### config.mk
export PLATFORM = sky130hd
export DESIGN_NAME = encoder_and_button_click_classifier_core
export DESIGN_NICKNAME = d
export VERILOG_FILES = /design/src/hdl/eabc_pkg.sv /design/src/hdl/eabc_cfg.sv /design/src/hdl/eabc_fsm.sv /design/src/hdl/encoder_and_button_click_classifier_core.sv
export SDC_FILE = /design/constraint.sdc
export NUM_CORES = 1
export LEC_CHECK = 0
export ABC_AREA = 1
export BUFFER_PORTS_ARGS = -buffer_cell sky130_fd_sc_hd__buf_2
export CAP_MARGIN = 20
export CELL_PAD_IN_SITES_DETAIL_PLACEMENT = 1
export CELL_PAD_IN_SITES_GLOBAL_PLACEMENT = 2
export CORE_MARGIN = 5
export CORE_UTILIZATION = 35
export DETAILED_ROUTE_END_ITERATION = 6
export GPL_ROUTABILITY_DRIVEN = 0
export PLACE_DENSITY_LB_ADDON = 0.1
export SYNTH_ARGS = -nofsm -noshare
export SYNTH_HDL_FRONTEND = slang
export SYNTH_SLANG_ARGS = --single-unit
### constraint.sdc
create_clock -name clk -period 3.25 [get_ports clk]
set_input_delay 0.65 -clock clk [delete_from_list [all_inputs] [get_ports clk]]
set_output_delay 0.65 -clock clk [all_outputs]
set_load 0.02 [all_outputs]
### src/hdl/eabc_pkg.sv
// Types and codes shared by the encoder and button classifier.
package eabc_pkg;

  localparam int CfgWidth   = 8;
  localparam int CountWidth = 8;
  localparam int EventWidth = 3;
  localparam int DataWidth  = 8;
  localparam int IndexWidth = 2;

  localparam logic [CfgWidth-1:0] DebounceReset = 8'd13;
  localparam logic [CfgWidth-1:0] LongReset     = 8'd100;
  localparam logic [CfgWidth-1:0] WindowReset   = 8'd40;
  localparam logic [CountWidth-1:0] CountMax    = 8'd255;

  typedef enum logic [IndexWidth-1:0] {
    REG_DEBOUNCE = 2'd0,
    REG_LONG     = 2'd1,
    REG_WINDOW   = 2'd2
  } reg_index_t;

  typedef enum logic [2:0] {
    PH_IDLE     = 3'd0,
    PH_DEBOUNCE = 3'd1,
    PH_HOLD     = 3'd2,
    PH_WINDOW   = 3'd3,
    PH_RELEASE  = 3'd4
  } phase_t;

  typedef enum logic [EventWidth-1:0] {
    EV_NONE   = 3'd0,
    EV_TURN_A = 3'd1,
    EV_TURN_B = 3'd2,
    EV_SINGLE = 3'd3,
    EV_DOUBLE = 3'd4,
    EV_LONG   = 3'd5
  } event_t;

  typedef struct packed {
    logic [CfgWidth-1:0] debounce_ticks;
    logic [CfgWidth-1:0] long_press_ticks;
    logic [CfgWidth-1:0] double_window_ticks;
  } cfg_t;

  // Bit 0 is encoder_clock, matching the input tdata layout.
  typedef struct packed {
    logic button_level;
    logic encoder_direction;
    logic encoder_clock;
  } pins_t;

endpackage

### src/hdl/eabc_cfg.sv
// Configuration register file for the classifier thresholds.
module eabc_cfg (
  input  logic                          clk,
  input  logic                          rst,
  input  logic                          cfg_we,
  input  logic [eabc_pkg::IndexWidth-1:0] cfg_index,
  input  logic [eabc_pkg::CfgWidth-1:0] cfg_data,
  output eabc_pkg::cfg_t                cfg
);
  import eabc_pkg::*;

  always_ff @(posedge clk) begin
    if (rst) begin
      cfg.debounce_ticks      <= DebounceReset;
      cfg.long_press_ticks    <= LongReset;
      cfg.double_window_ticks <= WindowReset;
    end else if (cfg_we) begin
      unique case (reg_index_t'(cfg_index))
        REG_DEBOUNCE: cfg.debounce_ticks      <= cfg_data;
        REG_LONG:     cfg.long_press_ticks    <= cfg_data;
        REG_WINDOW:   cfg.double_window_ticks <= cfg_data;
        default:      ;
      endcase
    end
  end

endmodule

### src/hdl/eabc_fsm.sv
// Encoder turn latch and button phase state machine, one step per enable.
module eabc_fsm (
  input  logic                clk,
  input  logic                rst,
  input  logic                en,
  input  eabc_pkg::pins_t     pins,
  input  eabc_pkg::cfg_t      cfg,
  output eabc_pkg::event_t    ev
);
  import eabc_pkg::*;

  phase_t                phase, phase_next;
  logic [CountWidth-1:0] tick_count, tick_count_next;
  logic                  turn_latch, turn_latch_next;

  logic                  pressed;
  logic                  latch_eff;
  logic                  turn;
  logic [CountWidth-1:0] count_inc;

  assign pressed   = ~pins.button_level;
  assign latch_eff = pins.encoder_clock ? 1'b0 : turn_latch;
  assign turn      = ~pins.encoder_clock & ~turn_latch;
  assign count_inc = (tick_count == CountMax) ? tick_count : tick_count + 1'b1;

  always_comb begin
    phase_next      = phase;
    tick_count_next = tick_count;
    turn_latch_next = turn_latch;
    unique case (phase)
      PH_IDLE: begin
        if (turn) begin
          turn_latch_next = 1'b1;
        end else begin
          turn_latch_next = latch_eff;
          if (pressed && !latch_eff) begin
            phase_next      = PH_DEBOUNCE;
            tick_count_next = '0;
          end
        end
      end
      PH_DEBOUNCE: begin
        tick_count_next = count_inc;
        if (count_inc >= cfg.debounce_ticks) begin
          tick_count_next = '0;
          phase_next      = pressed ? PH_HOLD : PH_IDLE;
        end
      end
      PH_HOLD: begin
        if (!pressed) begin
          phase_next      = PH_WINDOW;
          tick_count_next = '0;
        end else begin
          tick_count_next = count_inc;
          if (count_inc >= cfg.long_press_ticks) begin
            phase_next      = PH_RELEASE;
            tick_count_next = '0;
          end
        end
      end
      PH_WINDOW: begin
        tick_count_next = count_inc;
        if (pressed) begin
          phase_next      = PH_RELEASE;
          tick_count_next = '0;
        end else if (count_inc >= cfg.double_window_ticks) begin
          phase_next      = PH_IDLE;
          tick_count_next = '0;
        end
      end
      PH_RELEASE: begin
        if (!pressed) begin
          phase_next      = PH_IDLE;
          tick_count_next = '0;
        end
      end
      default: begin
        phase_next      = PH_IDLE;
        tick_count_next = '0;
      end
    endcase
  end

  always_comb begin
    ev = EV_NONE;
    unique case (phase)
      PH_IDLE: begin
        if (turn) begin
          ev = pins.encoder_direction ? EV_TURN_B : EV_TURN_A;
        end
      end
      PH_HOLD: begin
        if (pressed && count_inc >= cfg.long_press_ticks) begin
          ev = EV_LONG;
        end
      end
      PH_WINDOW: begin
        if (pressed) begin
          ev = EV_DOUBLE;
        end else if (count_inc >= cfg.double_window_ticks) begin
          ev = EV_SINGLE;
        end
      end
      default: ev = EV_NONE;
    endcase
  end

  always_ff @(posedge clk) begin
    if (rst) begin
      phase      <= PH_IDLE;
      tick_count <= '0;
      turn_latch <= 1'b0;
    end else if (en) begin
      phase      <= phase_next;
      tick_count <= tick_count_next;
      turn_latch <= turn_latch_next;
    end
  end

endmodule

### src/hdl/encoder_and_button_click_classifier_core.sv
// Top level of the encoder and button click classifier.
// One pin sample per transaction goes in and exactly one event code comes out
// for it, in order. A sample is taken into an input register and classified by the
// state machine as it moves into the output register, where its event is presented.
// One sample per cycle is sustained while the output side accepts; while a result
// waits, one more sample can be held in the input register.
// Configuration writes take effect on the next sample classified.
module encoder_and_button_click_classifier_core (
  input  logic                             clk,
  input  logic                             rst,
  input  logic                             s_tvalid,
  output logic                             s_tready,
  // [0] encoder_clock, [1] encoder_direction, [2] button_level, [7:3] zero
  input  logic [eabc_pkg::DataWidth-1:0]   s_tdata,
  output logic                             m_tvalid,
  input  logic                             m_tready,
  // [2:0] event_res, [7:3] zero
  output logic [eabc_pkg::DataWidth-1:0]   m_tdata,
  input  logic                             cfg_we,
  input  logic [eabc_pkg::IndexWidth-1:0]  cfg_index,
  input  logic [eabc_pkg::CfgWidth-1:0]    cfg_data
);
  import eabc_pkg::*;

  cfg_t   cfg;
  pins_t  in_pins;
  logic   in_valid;
  logic   advance;
  event_t ev;

  assign advance  = ~m_tvalid | m_tready;
  assign s_tready = ~in_valid | advance;

  eabc_cfg u_cfg (
    .clk       (clk),
    .rst       (rst),
    .cfg_we    (cfg_we),
    .cfg_index (cfg_index),
    .cfg_data  (cfg_data),
    .cfg       (cfg)
  );

  eabc_fsm u_fsm (
    .clk  (clk),
    .rst  (rst),
    .en   (in_valid & advance),
    .pins (in_pins),
    .cfg  (cfg),
    .ev   (ev)
  );

  always_ff @(posedge clk) begin
    if (rst) begin
      in_valid <= 1'b0;
    end else if (s_tready) begin
      in_valid <= s_tvalid;
    end
  end

  always_ff @(posedge clk) begin
    if (s_tvalid && s_tready) begin
      in_pins <= pins_t'(s_tdata[2:0]);
    end
  end

  always_ff @(posedge clk) begin
    if (rst) begin
      m_tvalid <= 1'b0;
    end else if (advance) begin
      m_tvalid <= in_valid;
    end
  end

  always_ff @(posedge clk) begin
    if (advance && in_valid) begin
      m_tdata <= {{(DataWidth-EventWidth){1'b0}}, ev};
    end
  end

endmodule

==> reports/metrics.yaml <==
insertion_delay_ns: 0.29
ys_types: 33
start_kind: "flip-flop"
drv_slew: 0
grt_pass1_wl_um: 10600
grtUsageTotal_pct: 14.9
dr.pass1.iters: 4
fin_setup_tns_ns: 0
whs_endpoint: "u_cfg.cfg[20]$_SDFFE_PP0P_"
avgSynthCellArea_um2: 7.33
fin_util_pct: 39.5
path_clk_slew_ns: 0.08
synth_seq_cells: 44
avgViaCountPerCell: 4.76
postRouteAntennaNets: 0
gr-total-overflow: 0
status: "complete, no violations"
fp-row-count: 31
drt-total-wl_um: 6260
cts_root_buf: "clkbuf_8"
yosysSeqAreaShare_pct: 36.3
synthCells: 354
finalCriticalPeriod_ns: 2.76
drc: 0
grt_max_degree: 27
worstHoldStart: "u_cfg.cfg[20]$_SDFFE_PP0P_"
synth_edf_count: 6
hold_path_class: "reg2reg"
vias: 2271
crit_path_end_kind: "flip-flop"
cts.sinks: 44
reg2reg_depth: 17
layout_commonest_cell: "nand2_1"
hold_buffers: 0
first_iter_violations: 99
netlist_top_cells_area: "dfxtp_1 (29%), ha_1 (12%), nand2_1 (12%), inv_1 (7.5%), a21oi_1 (6.9%)"
timing_worst_setup_path_type: "reg2reg"
finalHoldViolations: 0
async_flop_share_pct: 0
crit_required_ns: 3.48
fin_crit_sh_pct: 85.0
p_per_area_mw_per_mm2: 372
cts_setup_buffers: 0
synth_top_area_share_pct: 29.3
ir_drop_mv: 0.169
ff2ff_setup_slack_ns: 0.49
reg2reg_to: "u_fsm.tick_count[3]$_SDFFE_PP0P_"
layout-drive-gt1-share_pct: 13.0
antenna_found_initial: 0
worst_pin_slew_ns: 0.784
maxCapViolCount: 0
start_util_pct: 35.8
cts_tree: "done"
rsz0062_at_grt: "no"
netlist_area_mm2: 0.00259
fin_skew_ns: 0.00646
finalSetupViolCount: 0
cts_buffer_depth: 2
p_leak_nw: 1.38
num-fill-cells: 946
core-area_mm2: 0.00725
hpwl_um: 5020
fp.dieW_um: 96.1
die_area_mm2: 0.00923
ys.flop_type: "dfxtp_1"
final_nets: 425
htreeDepth: 2
portBuffers: 22
yosysWarningCount: 0
routedWlPerCell_um: 13.1
timing.fmax_ghz: 0.362
ctsResizeCount: 0
slew_headroom_pct: 47.7
final_cell_mix: "nand2_1 (83), inv_1 (52), dfxtp_1 (38)"
r2r-start: "u_fsm.tick_count[0]$_SDFFE_PP0P_"
critPathMaxFanout: 8
min_delay_path_depth: 2
n_antenna_cell: 0
cts_made_buffers: 5
grt_pass1_vias: 2230
synth_top_area_cell: "dfxtp_1"
crit_arrival_ns: 2.99
dieHeight_um: 96.1
syn_to_final_growth_pct: 10.5
io_pins: 33
==> flip-flops by register name (all words and copies together) (netlist names) <==
| name | count |
|---|---|
| u_cfg.cfg | 24 |
| u_fsm.tick_count | 8 |
| in_pins | 3 |
| m_tdata | 3 |
| u_fsm.phase | 3 |
| in_valid | 1 |
| m_tvalid | 1 |
| u_fsm.turn_latch | 1 |
==> metal layers <==
| metal | vias to the layer above | GRT usage [%] | share of wire (%) |
|---|---|---|---|
| met3 | 5 | 2.81 | 2.9 |
| met5 | - | 0 | 0 |
| met4 | 0 | 3.55 | 0.67 |
| met1 | 1060 | 18.0 | 46 |
| li1 | 1182 | - | - |
| met2 | 24 | 26.9 | 50 |
==> power by group <==
| part | internal [mW] | total [mW] | switching, mW |
|---|---|---|---|
| Sequential | 0.576 | 0.587 | 0.0114 |
| Combinational | 0.0456 | 0.144 | 0.0982 |
| Clock | 0.151 | 0.336 | 0.185 |
| Total | 0.772 | 1.07 | 0.294 |
==> cells in the mapped netlist, drive strengths merged, types with 2 or more instances <==
cell type and n:
a21o 2, a21oi 36, buf 7, clkbuf 3
dfxtp 38, edfxtp 6, ha 25, inv 59
nand2 86, nand3 14, nand4 3, nor2 30
nor3 7, o211ai 7, o21ai 23, xor2 3
==> per-stage QoR <==
| stage | hold slack, ns | instances | total power [mW] | setup WS, ns | cell area (um^2) |
|---|---|---|---|---|---|
| 2_1_floorplan | 0.435 | 358 | 0.703 | 1.01 | 2610 |
| 3_3_place_gp | 0.451 | 469 | 0.743 | 0.554 | 2790 |
| 3_5_place_dp | 0.455 | 469 | 0.747 | 0.451 | 2790 |
| 4_1_cts | 0.467 | 477 | 1.09 | 0.430 | 2870 |
| 5_1_grt | 0.485 | 477 | 1.13 | 0.172 | 2870 |
| 6_report | 0.465 | 477 | 1.07 | 0.487 | 2870 |
==> layout make-up <==
type | count | area [um^2] | area share (%)
clock buffers | 7 | 76.3 | 2.66
clock inverters | 1 | 5.00 | 0.175
inverters | 59 | 221 | 7.73
multi-input cells | 245 | 1390 | 48.5
flip-flops and latches | 44 | 941 | 32.8
well taps | 99 | 124 | 4.32
repair buffers | 22 | 110 | 3.84
==> cell families after synthesis <==
group	after synthesis	synth area share, %
AOI/OAI and AO/OA	71	15.1
xor gates and xnor gates	4	1.35
adders and majority gates	25	12.1
buffers and inverters	69	10.8
DFF	44	36.3
other	1	0.145
and+or+nand+nor	140	24.3
==> worst max-delay path: stages, from the launching register on <==
cell     delay [ns]
dfxtp_1        0.42
ha_1           0.21
nand2_2        0.11
nor2_4         0.14
nand4_1        0.11
nor2_1         0.12
nor2_1         0.08
nor2_1         0.27
ha_1           0.30
nand2_1        0.08
nor2_1         0.05
nor2_1         0.08
nand2_1        0.08
nand2_1        0.08
nand3_1        0.15
nand3_2        0.22
nand2_1        0.08
a21oi_1        0.12
==> how the worst max path moves through the flow <==
stage                                          start                          endpoint  slack [ns]  depth (start not counted)
floorplan           u_fsm.tick_count[0]$_SDFFE_PP0P_  u_fsm.tick_count[0]$_SDFFE_PP0P_        1.01                         13
global placement    u_fsm.tick_count[0]$_SDFFE_PP0P_  u_fsm.tick_count[0]$_SDFFE_PP0P_        0.55                         17
detailed placement  u_fsm.tick_count[0]$_SDFFE_PP0P_  u_fsm.tick_count[4]$_SDFFE_PP0P_        0.45                         17
CTS                 u_fsm.tick_count[0]$_SDFFE_PP0P_  u_fsm.tick_count[2]$_SDFFE_PP0P_        0.43                         17
global route        u_fsm.tick_count[0]$_SDFFE_PP0P_  u_fsm.tick_count[4]$_SDFFE_PP0P_        0.17                         17
finish              u_fsm.tick_count[0]$_SDFFE_PP0P_  u_fsm.tick_count[3]$_SDFFE_PP0P_        0.49                         17
Note: power is estimated with default switching activity, not from simulation.
